==> src/rtl/core/fpba_pkg.sv <==
// Shared types, constants and codes for the fit-policy partition allocator.
package fpba_pkg;

    localparam int NUM_PARTS   = 8;
    localparam int REG_COUNT   = 8;
    localparam int REG_IDX_W   = 3;
    localparam int IDX_W       = (NUM_PARTS > 1) ? $clog2(NUM_PARTS) : 1;
    localparam int SIZE_W      = 16;
    localparam int APB_ADDR_W  = REG_IDX_W + 2;
    localparam int APB_DATA_W  = 32;

    typedef enum logic [1:0] {
        FUNC_FIRST = 2'd0,
        FUNC_BEST  = 2'd1,
        FUNC_WORST = 2'd2,
        FUNC_BAD   = 2'd3
    } func_t;

    typedef enum logic [1:0] {
        STAT_OK      = 2'd0,
        STAT_NOFIT   = 2'd1,
        STAT_BADFUNC = 2'd2
    } stat_t;

    typedef struct packed {
        logic [1:0]        func;
        logic [SIZE_W-1:0] request_size;
    } req_t;

    typedef struct packed {
        logic [1:0] status;
        logic [2:0] part_index;
    } rsp_t;

    typedef struct packed {
        logic [REG_IDX_W-1:0] idx;
        logic [SIZE_W-1:0]    data;
        logic                 wr;
    } cfg_wr_t;

    // controller -> datapath
    typedef struct packed {
        logic             load;
        logic             scan;
        logic [IDX_W-1:0] scan_idx;
        logic             commit;
    } dp_cmd_t;

    // datapath -> controller
    typedef struct packed {
        logic bad_func;
        logic hit;
    } dp_sts_t;

endpackage

==> src/rtl/core/fit_policy_block_allocator_core.sv <==
// Top level of the fit-policy partition allocator: APB decode, controller, datapath.
// Sequence: the accepting edge moves to the scan, which walks the partitions in index order,
//   then the commit state raises done; an invalid strategy skips the scan and goes to commit.
// Flow: a new request is taken only once the last one has finished; the scan runs one
//   partition per cycle through the single size read port; busy drops after done.
// Reset: rst_n clears all sizes to 0, marks every partition free, returns to idle.
// The result beat lasts one cycle with done high; the receiver cannot stall it.
module fit_policy_block_allocator_core
    import fpba_pkg::*;
(
    input  logic                  clk,
    input  logic                  rst_n,
    input  logic                  start,
    output logic                  busy,
    input  req_t                  req,
    output logic                  done,
    output rsp_t                  rsp,
    input  logic                  psel,
    input  logic                  penable,
    input  logic                  pwrite,
    input  logic [APB_ADDR_W-1:0] paddr,
    input  logic [APB_DATA_W-1:0] pwdata,
    output logic [APB_DATA_W-1:0] prdata,
    output logic                  pready
);

    dp_cmd_t           cmd;
    dp_sts_t           sts;
    cfg_wr_t           cfg;
    logic [SIZE_W-1:0] rd_data;

    // APB: zero wait states; register i sits at byte address 4*i, the low
    // two address bits are ignored. Writes land in the access phase.
    assign pready   = 1'b1;
    assign cfg.wr   = psel && penable && pwrite;
    assign cfg.idx  = paddr[APB_ADDR_W-1:2];
    assign cfg.data = pwdata[SIZE_W-1:0];

    // Read-back shares the datapath read port; it is meaningful while idle.
    assign prdata = {{(APB_DATA_W - SIZE_W){1'b0}}, rd_data};

    fpba_ctrl u_ctrl (
        .clk   (clk),
        .rst_n (rst_n),
        .start (start),
        .sts   (sts),
        .cmd   (cmd),
        .busy  (busy),
        .done  (done)
    );

    fpba_dp u_dp (
        .clk        (clk),
        .rst_n      (rst_n),
        .req        (req),
        .cmd        (cmd),
        .cfg        (cfg),
        .cfg_rd_idx (paddr[APB_ADDR_W-1:2]),
        .rd_data    (rd_data),
        .sts        (sts),
        .rsp        (rsp)
    );

    // A result beat only ends a busy period, and lasts one cycle.
    a_done_busy: assert property (@(posedge clk) disable iff (!rst_n)
        done |-> busy)
        else $error("done without busy");

    a_done_pulse: assert property (@(posedge clk) disable iff (!rst_n)
        done |=> !done)
        else $error("done held longer than one cycle");

    // A new request starts only after the previous beat went out.
    a_idle_after_done: assert property (@(posedge clk) disable iff (!rst_n)
        done |=> !busy)
        else $error("busy after result beat");

    // Allocated results never point past the partition set.
    a_index_range: assert property (@(posedge clk) disable iff (!rst_n)
        (done && rsp.status == STAT_OK) |-> (rsp.part_index <= 3'(NUM_PARTS - 1)))
        else $error("allocated index out of range");

    a_status_code: assert property (@(posedge clk) disable iff (!rst_n)
        done |-> (rsp.status == STAT_OK || rsp.status == STAT_NOFIT
                  || rsp.status == STAT_BADFUNC))
        else $error("undefined status code");

endmodule

==> src/rtl/core/fpba_ctrl.sv <==
// Controller state machine: accept a request, sequence the partition scan, commit.
module fpba_ctrl
    import fpba_pkg::*;
(
    input  logic    clk,
    input  logic    rst_n,
    input  logic    start,
    input  dp_sts_t sts,
    output dp_cmd_t cmd,
    output logic    busy,
    output logic    done
);

    typedef enum logic [2:0] {
        S_IDLE = 3'b001,
        S_SCAN = 3'b010,
        S_DONE = 3'b100
    } state_t;

    state_t           state_reg, state_next;
    logic [IDX_W-1:0] idx_reg, idx_next;
    logic             accept;
    logic             last;

    assign accept = start && (state_reg == S_IDLE);
    assign last   = (idx_reg == IDX_W'(NUM_PARTS - 1));

    always_comb
    begin
        state_next = state_reg;
        idx_next   = idx_reg;
        unique case (state_reg)
            S_IDLE:
            begin
                if (accept)
                begin
                    state_next = S_SCAN;
                    idx_next   = '0;
                end
            end
            S_SCAN:
            begin
                // drop straight to the result on a bad strategy
                if (sts.bad_func || last)
                    state_next = S_DONE;
                else
                    idx_next = idx_reg + IDX_W'(1);
            end
            S_DONE:
            begin
                state_next = S_IDLE;
            end
            default:
            begin
                state_next = S_IDLE;
            end
        endcase
    end

    always_ff @(posedge clk or negedge rst_n)
    begin
        if (!rst_n)
        begin
            state_reg <= S_IDLE;
            idx_reg   <= '0;
        end
        else
        begin
            state_reg <= state_next;
            idx_reg   <= idx_next;
        end
    end

    assign cmd.load     = accept;
    assign cmd.scan     = (state_reg == S_SCAN) && !sts.bad_func;
    assign cmd.scan_idx = idx_reg;
    assign cmd.commit   = (state_reg == S_DONE);

    assign busy = (state_reg != S_IDLE);
    assign done = (state_reg == S_DONE);

endmodule

==> src/rtl/core/fpba_dp.sv <==
// Datapath: size registers, allocated flags, compare-and-select over the scan.
module fpba_dp
    import fpba_pkg::*;
(
    input  logic                 clk,
    input  logic                 rst_n,
    input  req_t                 req,
    input  dp_cmd_t              cmd,
    input  cfg_wr_t              cfg,
    input  logic [REG_IDX_W-1:0] cfg_rd_idx,
    output logic [SIZE_W-1:0]    rd_data,
    output dp_sts_t              sts,
    output rsp_t                 rsp
);

    logic [SIZE_W-1:0]    size_reg [REG_COUNT];
    logic [NUM_PARTS-1:0] flag_reg;

    logic [1:0]           func_reg;
    logic [SIZE_W-1:0]    want_reg;
    logic                 found_reg, found_next;
    logic [IDX_W-1:0]     pick_reg, pick_next;
    logic [SIZE_W-1:0]    pick_size_reg, pick_size_next;

    logic [REG_IDX_W-1:0] rd_idx;
    logic                 fits;
    logic                 take;

    // one read port, shared by the scan and the register read-back
    assign rd_idx  = cmd.scan ? REG_IDX_W'(cmd.scan_idx) : cfg_rd_idx;
    assign rd_data = size_reg[rd_idx];

    assign fits = !flag_reg[cmd.scan_idx] && (rd_data >= want_reg);

    always_comb
    begin
        take = 1'b0;
        if (cmd.scan && fits)
        begin
            if (!found_reg)
                take = 1'b1;
            else
            begin
                case (func_reg)
                    FUNC_BEST:  take = (rd_data < pick_size_reg);
                    FUNC_WORST: take = (rd_data > pick_size_reg);
                    default:    take = 1'b0;
                endcase
            end
        end
    end

    always_comb
    begin
        found_next     = found_reg;
        pick_next      = pick_reg;
        pick_size_next = pick_size_reg;
        if (cmd.load)
            found_next = 1'b0;
        else if (take)
        begin
            found_next     = 1'b1;
            pick_next      = cmd.scan_idx;
            pick_size_next = rd_data;
        end
    end

    always_ff @(posedge clk or negedge rst_n)
    begin
        if (!rst_n)
        begin
            for (int i = 0; i < REG_COUNT; i++)
                size_reg[i] <= '0;
            flag_reg  <= '0;
            found_reg <= 1'b0;
        end
        else
        begin
            if (cfg.wr)
                size_reg[cfg.idx] <= cfg.data;
            if (cmd.commit && found_reg && (func_reg != FUNC_BAD))
                flag_reg[pick_reg] <= 1'b1;
            found_reg <= found_next;
        end
    end

    always_ff @(posedge clk)
    begin
        if (cmd.load)
        begin
            func_reg <= req.func;
            want_reg <= req.request_size;
        end
        pick_reg      <= pick_next;
        pick_size_reg <= pick_size_next;
    end

    assign sts.bad_func = (func_reg == FUNC_BAD);
    assign sts.hit      = found_reg;

    always_comb
    begin
        rsp.part_index = '0;
        if (func_reg == FUNC_BAD)
            rsp.status = STAT_BADFUNC;
        else if (found_reg)
        begin
            rsp.status     = STAT_OK;
            rsp.part_index = 3'(pick_reg);
        end
        else
            rsp.status = STAT_NOFIT;
    end

endmodule

==> config.mk <==
export PLATFORM = sky130hd
export DESIGN_NAME = fit_policy_block_allocator_core
export DESIGN_NICKNAME = d
export VERILOG_FILES = /design/src/rtl/core/fpba_pkg.sv /design/src/rtl/core/fit_policy_block_allocator_core.sv /design/src/rtl/core/fpba_ctrl.sv /design/src/rtl/core/fpba_dp.sv
export SDC_FILE = /design/constraint.sdc
export NUM_CORES = 1
export LEC_CHECK = 0
export ABC_AREA = 1
export BUFFER_PORTS_ARGS = -buffer_cell sky130_fd_sc_hd__buf_2
export CORE_MARGIN = 1
export CORE_UTILIZATION = 59
export DETAILED_ROUTE_END_ITERATION = 8
export GPL_TIMING_DRIVEN = 0
export PLACE_DENSITY = 0.81
export SYNTH_ARGS = -nofsm -noshare
export SYNTH_HDL_FRONTEND = slang
export SYNTH_SLANG_ARGS = --single-unit
==> constraint.sdc <==
create_clock -name clk -period 4.5 [get_ports clk]
set_input_delay 0.9 -clock clk [delete_from_list [all_inputs] [get_ports clk]]
set_output_delay 0.9 -clock clk [all_outputs]
set_load 0.05 [all_outputs]
After elaboration in Yosys (flattened, before gate mapping). Index checks and enable logic that the tools add are counted.

Flip-flop bits (word level): 180. Input bits: 61. Output and inout port bits: 40.

$add $sub $neg: 1. Order comparisons: 9. Equal/unequal tests: 12. Mux-type cells: 26. Bitwise operators: 4. Reductions and logical operators: 18.

Operator list (count): $bwmux 128 (1); $bmux 16 s3 (1); $demux 16 s3 (1); $mux 16 (3); $mux 3 (7); $ge 16x16->1 (1); $gt 16x16->1 (1); $lt 16x16->1 (1); $pmux 3 s2 (2); $logic_and 1x1->1 (10); $ge 4x4->1 const B (2); $lt 3x4->1 const B (2); $not 3->4 (2); $or 8x8->8 (1); $mux 1 (7); $eq 3x3->1 const B (2); $eq 2x2->1 const B (2); $lt 4x1->1 const B (1); $ne 2x1->1 const B (2); $ne 2x2->1 const B (2); $reduce_and 2->1 (2); $reduce_bool 2->1 (2); $add 3x1->3 const B (1); $bmux 1 s3 (1); other kinds (12) (13).

Logic depth before layout (Yosys ltp). Gate-level depths: netlist (run 1).

Depth in word-level cells: 14. Depth in mapped cells: 22. Mapped depth without buffers: 22.

Hierarchy. From an unflattened synthesis (run 1), not the netlist that was laid out.

Cells, all modules: 980. Area, all modules: 8704.6 sq um.

By module, submodules not included: fpba_dp (times used 1, cells an instance 924, area each 8236.6 sq um, seq. area each 4539.4 sq um); fpba_ctrl (times used 1, cells an instance 34, area each 319.1 sq um, seq. area each 151.4 sq um); fit_policy_block_allocator_core (times used 1, cells an instance 22, area each 148.9 sq um, seq. area each 0.0 sq um).

Worst setup path before layout (run 1). No wires, ideal clock.

Path kind: flip-flop to flip-flop. Start: reg u_dp.func_reg[0]. End: reg u_dp.pick_reg[0] (enable). Arrival: 4.441 ns. Required time: 4.099 ns. Slack: -0.343 ns. Cell stages (with the launch flop): 17. Cells stage by stage: edfxtp_1 -> ha_1 -> nor2_8 -> o21ai_4 -> buf_6 -> nand2_1 -> nand3_1 -> nand2_1 -> o21ai_1 -> ha_1 -> a21oi_1 -> nand2_1 -> a21oi_1 -> nand2_1 -> nand2_1 -> nand3_1 -> a21oi_1.

Longest elaborated chain between the ends: 13. Elaborated cells on any way between the ends: 19. Those cells by class: order compare: 3; eq/ne: 3; mux: 7; bitwise: 1; reduce/logical: 5.

RTL lines: start, declared (RTL line fpba_dp.sv:19) `logic [1:0] func_reg;`; start signal, assigned (RTL line fpba_dp.sv:91) `func_reg <= req.func;`; $eq 2x2->1 * (RTL line fpba_dp.sv:98) `assign sts.bad_func = (func_reg == FUNC_BAD);`; $logic_not 1->1 * (RTL line fpba_ctrl.sv:75) `assign cmd.scan = (state_reg == S_SCAN) && !sts.bad_func;`; $logic_and 1x1->1 * (RTL line fpba_ctrl.sv:75); $mux 3 * (RTL line fpba_dp.sv:30) `assign rd_idx = cmd.scan ? REG_IDX_W'(cmd.scan_idx) : cfg_rd_idx;`; $not 3->4 (implied by the code) * (RTL line fpba_dp.sv:31) `assign rd_data = size_reg[rd_idx];`; $bmux 16 s3 * (RTL line fpba_dp.sv:31); $mux 16 (implied by the code) * (2 in a row) (RTL line fpba_dp.sv:31); net prdata[11] (RTL line fit_policy_block_allocator_core.sv:23) `output logic [APB_DATA_W-1:0] prdata,`; $gt 16x16->1 (tied with other cells) (RTL line fpba_dp.sv:46) `FUNC_WORST: take = (rd_data > pick_size_reg);`; $pmux 1 s2 or $logic_and 1x1->1 (tied branches) (RTL line fpba_dp.sv:44, fpba_dp.sv:33); $mux 1 or $logic_and 1x1->1 (tied branches) (RTL line fpba_dp.sv:40, fpba_dp.sv:38); $mux 1 * (RTL line fpba_dp.sv:38) `if (cmd.scan && fits)`; $reduce_and 2->1 (no source line) *; end signal, assigned (RTL line fpba_dp.sv:94) `pick_reg <= pick_next;`; end, declared (RTL line fpba_dp.sv:22) `logic [IDX_W-1:0] pick_reg, pick_next;`.

The timed path passes the listed nets; every way through them passes the cells marked *. The select of a mux whose other input is x is not followed. A chain may end at the register's enable or synchronous reset.

Worst setup path after layout (run 1).
Start: reg u_dp.func_reg[0]. End: out prdata[10].

Longest elaborated chain between the ends: 8.

RTL lines (RTL line): $eq 2x2->1 (fpba_dp.sv:98); $logic_not 1->1 (fpba_ctrl.sv:75); $logic_and 1x1->1 (fpba_ctrl.sv:75); $mux 3 (fpba_dp.sv:30); $not 3->4 (implied by the code) (fpba_dp.sv:31); $bmux 16 s3 (fpba_dp.sv:31); $mux 16 (implied by the code) (2 in a row) (fpba_dp.sv:31); end, declared (fit_policy_block_allocator_core.sv:23).

No other way between the ends. The select of a mux whose other input is x is not followed.

==> metrics.txt, run 1 <==
RSZ-0062 raised after global routing=false; Simple-Gate Fraction of Synth Area=a little over a fifth; Compound-Gate Fraction of Synth Area=11.5%; Mapped Cells=1009; Pwr Density=564 nW/um^2; vias in the first global route=6869; top fanout value on the critical path=10; largest family of logic cells by synthesized area=simple AND/OR/NAND/NOR gates; number of synthesized flops with an enable pin=37; most common cell in the netlist=nand2_1; register area share after synthesis=53.4%; largest area contributor in the netlist=dfrtp_1; Async SR Flop Fraction=79.4%; Vias=7307; total clock sinks=180; HP Class=primary input to asynchronous set/reset pin; CTS H-tree depth=4; die width=approximately 120 um; Worst Setup End Kind=output pin; core area=14500 um^2; Root Driver=clkbuf_16; crit path kind=flip-flop to output pin; top-area cell type share of the netlist area=40.4%; CTS tree=built; first-pass GRT wire length=35000 um; final net count=between 1000 and 1500; P&R area growth vs syn=14.0%; # Max-Cap Violations=0; drt first-iter violations=880; outcome=finished, final reports clean; wire per inst=approximately 17 um; Setup Skew=9.99 ps; synth unique cells=29; fill cell count=1200; clock share of power=around a quarter; final setup fails=0; share of cells above drive strength 1=13.6%; Die ar.=15400 um^2; Mean Syn Cell Area=8.71 um^2; Synthesis Warnings=0; Critical Path RT=3600 ps; pin count of the biggest net entering global routing=99; drc violations=0; Worst Tran Pin Value=629 ps; minimum clock period=4100 ps; Final period util=approximately 90%; io pins=101; mux cell area share after synthesis=0%; setup TNS=0 ps; Logic pwr share=a little under two fifths; Max-Slew Margin vs Limit=57.8%; Mapped Area=8790 um^2; Int Power=between 3 and 4 mW; Vias/cell=5.59; #FFs+latches synth=180; Flop pwr share=38.2%; max reg flops=~130; NetSw=around 2.2 mW; prevailing post-synth register cell=dfrtp_1; GRT overflow=0; Tot Pwr=5.65 mW; clock latency on the worst-skew pair=430 ps; Initial Util=60.5%; DRT Pass-1 Iters=8; Chip Height=124 um; Antenna Nets Post-Route=0; Startpoint Class=flip-flop; final hold viol count=0; hpwl dp=15600 um; xor/xnor share of the synthesized area=0%; ranking of synthesized cells by area=dfrtp_1 40%, edfxtp_1 13%, nand2_1 12%; Num CTS Buffers=17; fmax=244 MHz; row cnt=44; Static Leak=a little under 5 nW; CTS clock-pin slew for the worst setup and hold paths=60 ps; Post-Synth Adder-Cell Area=5.27%; diode count=0; worst path arrival time=approximately 3200 ps; GRT Overall Usage=a little under a third; Post-synth top cells=283 x nand2_1, 142 x dfrtp_1, 116 x o21ai_0, 98 x nand3_1, 94 x inv_1; hold_buf cts=0; R2R Setup Slk=410 ps; GPL Wtd Cong=0.851; Max Buffers Root-to-Sink=2; wirelength, routed=22500 um; VDD IR max=0.000315 V; Port Buffer Count=between 60 and 70; Sw Share=39.2%; initial antenna violation count=0; final slew viol count=0
-- final timing paths --
check / from / endpoint / cells after the start
max reg2reg: u_dp.func_reg[0]$_DFFE_PP_ / u_dp.pick_reg[1]$_DFFE_PP_ / 20
max: u_dp.func_reg[0]$_DFFE_PP_ / prdata[10] / 10
min reg2reg: u_dp.flag_reg[1]$_DFFE_PN0P_ / u_dp.flag_reg[1]$_DFFE_PN0P_ / 2
min: rst_n / u_dp.flag_reg[6]$_DFFE_PN0P_ / 1
max in group asynchronous: rst_n / u_dp.size_reg[6]$_DFFE_PN0P_ / 2
min in group clk: u_dp.flag_reg[1]$_DFFE_PN0P_ / u_dp.flag_reg[1]$_DFFE_PN0P_ / 2
-- metrics by stage --
step | cells | hold slack, ps | utilization [%] | area, um^2 | worst slack, ps
after CTS | 1305 | 408 | 68.8 | 10000 | 187
after global routing | 1306 | 432 | 69.0 | 10000 | 175
after detailed placement | 1275 | 461 | 65.1 | 9460 | -212
after floorplan | 1024 | 419 | - | 8850 | 16.1
after global placement | 1273 | 446 | 64.7 | 9410 | -191
final | 1306 | 401 | 69.0 | 10000 | 404
-- routing by layer --
| metal | vias up | global-route usage (%) | wire (um) |
|---|---|---|---|
| met1 | 3468 | 40.9 | 9560 |
| met5 | - | 0 | 0 |
| li1 | 3474 | - | - |
| met2 | 306 | 49.7 | 10700 |
| met4 | 0 | 15.6 | 740 |
| met3 | 59 | 4.99 | 1500 |
-- cells by family after synthesis --
group	count (synthesis)
AND/OR/NAND/NOR	440
AO/OA/AOI/OAI	191
flip-flops	180
buffers and inverters	159
adder cells (fa/ha/maj)	37
other	2
-- layout make-up --
cell class	instances	area [um^2]	area share [%]
plain buffers	63	393	3.92
clock buffers	27	524	5.23
clock inverters	3	16.3	0.162
inverters	96	360	3.59
multi-input cells	685	3420	34.1
flip-flops and latches	180	4690	46.8
well taps	184	230	2.30
repair buffers	68	394	3.93
-- cell usage in the layout (no fill, tap or decap), drive strengths merged --
cell	n
clkbuf	47
conb	17
o2111ai	1
clkinv	2
nand3	99
dfrtp	142
inv	97
o41ai	1
dfstp	1
buf	111
ha	37
nor4	2
a21o	1
nor2	44
nand2	286
a21oi	47
edfxtp	37
nand4	4
o21ai	136
o21bai	5
nor3	5
-- repair_timing --
item | 4_1_cts | 5_1_grt
pin swaps | 0 | 1
gates resized for setup | 1 | 0
setup buffers | 0 | 1
endpoints found under the setup margin | 19 | 19
-- power by group through the flow --
stage          Sequential [mW]  Clock, mW  Combinational (mW)
6_report                  2.16       1.39                2.10
5_1_grt                   2.19       1.46                2.33
4_1_cts                   2.15       1.40                2.08
3_5_place_dp              2.18          0                2.06
3_3_place_gp              2.17          0                1.97
2_1_floorplan             2.15          0                1.50
-- worst max-delay path, stage by stage, from the launching register on --
cell and delay (ps):
edfxtp_1 420, ha_1 340, nor2_8 260, nand2_2 80
o21ai_2 180, inv_2 150, buf_2 220, nand3_1 110
nand2_1 90, o21ai_1 520, buf_2 380
(Power assumes the default switching activity.)
==> run 2, diff against run 1 <==
==> constraint.sdc (replaced) <==
create_clock -name clk -period 4 [get_ports clk]
set_input_delay 0.8 -clock clk [delete_from_list [all_inputs] [get_ports clk]]
set_output_delay 0.8 -clock clk [all_outputs]
set_load 0.05 [all_outputs]
==> run 2 against run 1 <==
Final cell count up 0.31%. Largest cell class unchanged. Global-route usage up 0.70 points. Final area up 1.5%. First-iteration DRC count down 19%. Worst hold slack worse by 62 ps. Register-to-register slack worse by 160 ps.
==> metrics.txt, run 2 (same netlist as run 1, synthesis figures left out) <==
Layout Cells excl Fill=~1300; NetSw=2.66 mW; Max-Slew Margin vs Limit=58.7%; r2r startpoint=u_dp.func_reg[0]$_DFFE_PP_; Initial Util=about three fifths; final hold slack=between 300 and 400 ps; CP Cell Sequence=ha_1 -> nor2_8 -> nand2_2 -> o21ai_2 -> inv_2 -> buf_2 -> nand3_1 -> nand2_1 -> o21ai_4 -> ha_1 -> a21oi_1 -> nand2_1 -> a21oi_2 -> nand2_1 -> nand2_1 -> nand3_1 -> a21oi_4 -> buf_12; minimum clock period=3750 ps; vias in the first global route=7046; DP Area=9520 um^2; CP bufs+invs=3; CTS clock-pin slew for the worst setup and hold paths=70 ps; top fanout value on the critical path=16; GPL Wtd Cong=0.902; Critical path origin=u_dp.func_reg[0]$_DFFE_PP_; clock share of power=25.8%; Pwr Density=645 nW/um^2; diode count=0; Die ar.=about 15000 um^2; final slew viol count=0; worst path arrival time=3910 ps; Vias/cell=around 5.6; final hold viol count=0; final net count=1211; Max Buffers Root-to-Sink=2; # Max-Cap Violations=0; VDD IR max=0.000400 V; Slowest-stage cell, CP=edfxtp_1; Most Frequent Cell on Critical Path=nand2_1; fill cell count=1160; outcome=finished, final reports clean; most common cell after layout, fill and taps aside=nand2_1; Crit path max-delay family=compound AO/OA/AOI/OAI gates; Worst Setup End Kind=flip-flop; Vias=between 7000 and 8000; final instance area=between 10000 and 15000 um^2; Logic pwr share=37.2%; max reg flops=roughly 130; first-pass GRT wire length=35800 um; Worst Tran Pin Value=620 ps; final setup fails=0; HP Class=primary input to asynchronous set/reset pin; Final period util=around 94%; die width=about 120 um; crit path kind=flip-flop to flip-flop; RSZ-0062 raised after global routing=false; Flop pwr share=37.0%; core area=14500 um^2; hpwl dp=around 16000 um; Post-Place Cells=1275; drt first-iter violations=710; io pins=a little over 100; CTS tree=built; Root Driver=clkbuf_16; Int Power=roughly 4 mW; Setup Skew=8.64 ps; share of cells above drive strength 1=16.0%; drc violations=0; fmax=267 MHz; Num CTS Buffers=17; clock latency on the worst-skew pair=around 450 ps; Sw Share=40.6%; total clock sinks=180; GRT overflow=0; DRT Pass-1 Iters=6; initial antenna violation count=0; Chip Height=124 um; CTS H-tree depth=4; Crit path largest cell delay=450 ps; pin count of the biggest net entering global routing=81; commonest non-fill, non-tap cells in the layout=283 x nand2_1, 142 x dfrtp_1, 116 x o21ai_0; Static Leak=5.00 nW; GRT Overall Usage=31.7%; hold_buf cts=0; wirelength, routed=22700 um; Startpoint Class=flip-flop; row cnt=44; worst-case reg-to-reg path depth=18; Port Buffer Count=65; Antenna Nets Post-Route=0; critical path depth=18; Critical Path RT=4160 ps; wire per inst=17.3 um; P&R area growth vs syn=15.8%
==> run 2: changes by cell type in the layout (fill, tap and decap cells not counted), moves of 4 or more <==
cell	before	now
clkbuf_1	25	19
clkbuf_8	4	0
inv_6	0	6
o21ai_1	15	0
o21ai_2	3	15
==> run 2: layer usage <==
layer  global-route usage (%)  up-vias  wire, um
met5                        0        -         0
met4                     12.6        0       628
met3                     6.59       48      1740
met2                     51.3      320     10800
met1                     41.8     3547      9590
li1                         -     3482         -
==> run 2: path summary, 6_finish.rpt <==
kind / slack (ps) / endpoint
worst max-delay path: 250 / u_dp.pick_size_reg[9]$_DFFE_PP_
worst min-delay path: 340 / u_dp.flag_reg[7]$_DFFE_PN0P_
worst max register to register: 250 / u_dp.pick_size_reg[9]$_DFFE_PP_
worst min register to register: 460 / u_dp.flag_reg[7]$_DFFE_PN0P_
max in group asynchronous: 2830 / u_dp.size_reg[81]$_DFFE_PN0P_
min in group clk: 460 / u_dp.flag_reg[7]$_DFFE_PN0P_
==> run 2: power groups by stage <==
stage	combinational, mW	clock (mW)	sequential [mW]
after floorplan	1.73	0	2.42
after global placement	2.25	0	2.45
after detailed placement	2.34	0	2.46
after CTS	2.38	1.69	2.43
after global routing	2.70	1.76	2.47
final	2.44	1.69	2.43
==> run 2: metrics by stage <==
stage	power [mW]	setup slack, ps	setup TNS (ps)	util, %
after CTS	6.49	125	0	69.7
after floorplan	4.15	41.6	0	-
final	6.56	249	0	70.0
after detailed placement	4.80	-249	-4700	65.5
after global placement	4.70	-214	-4050	65.2
after global routing	6.93	1.88	0	70.0
==> run 2: cell type report <==
| cell class | instances | area [um^2] | area share [%] |
|---|---|---|---|
| clock inverter | 15 | 161 | 1.59 |
| clock buffer | 17 | 425 | 4.18 |
| multi-input combinational | 685 | 3500 | 34.4 |
| buffer | 63 | 399 | 3.92 |
| sequential | 180 | 4690 | 46.1 |
| inverter | 96 | 360 | 3.54 |
| timing repair buffer | 70 | 409 | 4.02 |
| tap | 184 | 230 | 2.26 |
==> run 2: what timing repair did <==
| item | 4_1_cts | 5_1_grt |
|---|---|---|
| pin swaps | 1 | 1 |
| buffers inserted | 2 | 1 |
| gates cloned | 0 | 0 |
| resized for setup | 1 | 7 |
| hold endpoints to repair | 0 | 0 |
| endpoints found under the setup margin | 19 | 19 |
==> run 3, diff against run 2 <==
--- a/config.mk
+++ b/config.mk
@@ -6,7 +6,7 @@
 export NUM_CORES = 1
 export LEC_CHECK = 0
 export ABC_AREA = 1
-export BUFFER_PORTS_ARGS = -buffer_cell sky130_fd_sc_hd__buf_2
+export BUFFER_PORTS_ARGS = -buffer_cell sky130_fd_sc_hd__buf_4
 export CORE_MARGIN = 1
 export CORE_UTILIZATION = 59
 export DETAILED_ROUTE_END_ITERATION = 8
==> run 3 against run 2 <==
Via count increased by 1.7%. Sequential power is essentially flat. Combinational power rose by 2%. Register-to-register slack lost 30 ps. Clock skew fell by 1.4 ps. First-iteration DRC count is 15% higher. Non-clock buffer count down 2.
==> metrics.txt, run 3 (same netlist as run 1, synthesis figures left out) <==
P&R area growth vs syn=17.5%; io pins=just over 100; Worst Setup End Kind=flip-flop; hold_buf cts=0; Worst Tran Pin Value=between 600 and 700 ps; Final period util=94.5%; RSZ-0062 raised after global routing=false; fill cell count=1135; Startpoint Class=flip-flop; CP Cell Sequence=ha_2 -> nor2_8 -> nand2_2 -> o21ai_2 -> inv_2 -> buf_2 -> nand3_1 -> nand2_1 -> o21ai_2 -> ha_1 -> a21oi_1 -> o21ai_0 -> a21oi_2 -> nand2_1 -> nand2_1 -> nand3_1 -> a21oi_4 -> buf_12; first-pass GRT wire length=35600 um; Int Power=4.03 mW; Vias/cell=5.75; diode count=0; DP Area=between 9000 and 10000 um^2; CTS H-tree depth=4; Logic pwr share=37.8%; Sw Share=39.1%; NetSw=around 2.6 mW; commonest non-fill, non-tap cells in the layout=283 x nand2_1, 142 x dfrtp_1, 116 x o21ai_0; final slew viol count=0; vias in the first global route=about 7000; Die ar.=~15000 um^2; Antenna Nets Post-Route=0; wirelength, routed=roughly 23000 um; Slowest-stage cell, CP=edfxtp_1; max reg flops=about 130; CTS clock-pin slew for the worst setup and hold paths=about 70 ps; clock share of power=25.5%; Chip Height=124 um; drt first-iter violations=813; Num CTS Buffers=17; Crit path largest cell delay=460 ps; setup TNS=0 ps; Max Buffers Root-to-Sink=2; initial antenna violation count=0; die width=about 120 um; top fanout value on the critical path=19; Most Frequent Cell on Critical Path=nand2_1; final instance area=10300 um^2; share of cells above drive strength 1=approximately 16%; outcome=finished, final reports clean; total clock sinks=180; drc violations=0; Multi-input gate area=~3500 um^2; final hold viol count=0; GRT Overall Usage=31.4%; Flop pwr share=~37%; row cnt=44; hpwl dp=15800 um; core area=14500 um^2; minimum clock period=3780 ps; Vias=7522; HP Class=primary input to asynchronous set/reset pin; Initial Util=60.5%; most common cell after layout, fill and taps aside=nand2_1; pin count of the biggest net entering global routing=85; Pwr Density=between 600 and 700 nW/um^2; final net count=1209; # Max-Cap Violations=0; crit path kind=flip-flop to flip-flop; Port Buffer Count=65; DRT Pass-1 Iters=6; wire per inst=~18 um; Root Driver=clkbuf_16; VDD IR max=approximately 0.0004 V; fmax=approximately 260 MHz; clock latency on the worst-skew pair=440 ps; GPL Wtd Cong=0.896; Critical Path RT=4150 ps; Seq. cell area=4690 um^2; final setup fails=0; worst path arrival time=3930 ps; CTS tree=built; Max-Slew Margin vs Limit=approximately three fifths; utilization of the core after routing=71.1%; Setup Skew=7.20 ps; GRT overflow=0; Static Leak=~5 nW
## run 3: cell count changes in the layout (fill, tap and decap cells not counted), moves of 2 or more
cell,change
inv_8,-3
buf_2,-62
buf_4,+62
clkbuf_16,+3
clkbuf_4,-2
inv_6,-5
clkinv_2,+5
## run 3: area by class of cell
cell class                 instances  share of cell area, %
multi-input combinational        685                   33.9
clock buffer                      21                   4.88
timing repair buffer              68                   5.37
tap                              184                   2.23
inverter                          96                   3.49
sequential                       180                   45.4
clock inverter                    11                  0.909
buffer                            63                   3.82
## run 3: power groups by stage
stage	Sequential (mW)	Combinational, mW	Clock, mW
CTS	2.43	2.46	1.70
finish	2.43	2.50	1.69
global route	2.47	2.75	1.77
detailed placement	2.46	2.43	0
global placement	2.44	2.34	0
floorplan	2.42	1.73	0
## run 3: what timing repair did
item,in CTS,in global routing
setup buffers,1,0
resized for setup,1,5
setup endpoints to repair,19,19
cloned,0,0
pin swaps,1,0
## run 3: routing by layer
layer	up-vias	global-route usage, %	wire, um	part of all wire (%)
met2	350	49.2	10800	47
met5	-	0	0	0
met4	0	15.0	858	3.7
li1	3473	-	-	-
met1	3628	41.2	9430	41
met3	71	7.46	1930	8.4
## run 3: critical path, delay by kind of cell, from the launching register on
kind | cells | cell delay [ps]
AO/OA/AOI/OAI | 6 | 1080
AND/OR/NAND/NOR | 7 | 810
adder cells (fa/ha/maj) | 2 | 590
buffers and inverters | 3 | 520
flip-flops | 1 | 460
## run 3: path summary, 6_finish.rpt
| path | depth (start not counted) | from | to | slack [ps] |
|---|---|---|---|---|
| worst max-delay path | 18 | u_dp.func_reg[0]$_DFFE_PP_ | u_dp.pick_size_reg[14]$_DFFE_PP_ | 220 |
| worst min-delay path | 1 | rst_n | u_dp.flag_reg[6]$_DFFE_PN0P_ | 320 |
| worst max register to register | 18 | u_dp.func_reg[0]$_DFFE_PP_ | u_dp.pick_size_reg[14]$_DFFE_PP_ | 220 |
| worst min register to register | 2 | u_dp.flag_reg[5]$_DFFE_PN0P_ | u_dp.flag_reg[5]$_DFFE_PN0P_ | 460 |
| max in group asynchronous | 2 | rst_n | u_dp.size_reg[76]$_DFFE_PN0P_ | 2860 |
| min in group clk | 2 | u_dp.flag_reg[5]$_DFFE_PN0P_ | u_dp.flag_reg[5]$_DFFE_PN0P_ | 460 |
## run 3: metrics by stage
stage	power (mW)	hold slack, ps	worst slack [ps]	std cells
after floorplan	4.15	419	41.6	1024
after global placement	4.78	446	-258	1273
after detailed placement	4.89	449	-353	1275
after CTS	6.58	350	79.3	1308
after global routing	6.99	373	72.9	1308
final	6.63	317	220	1308
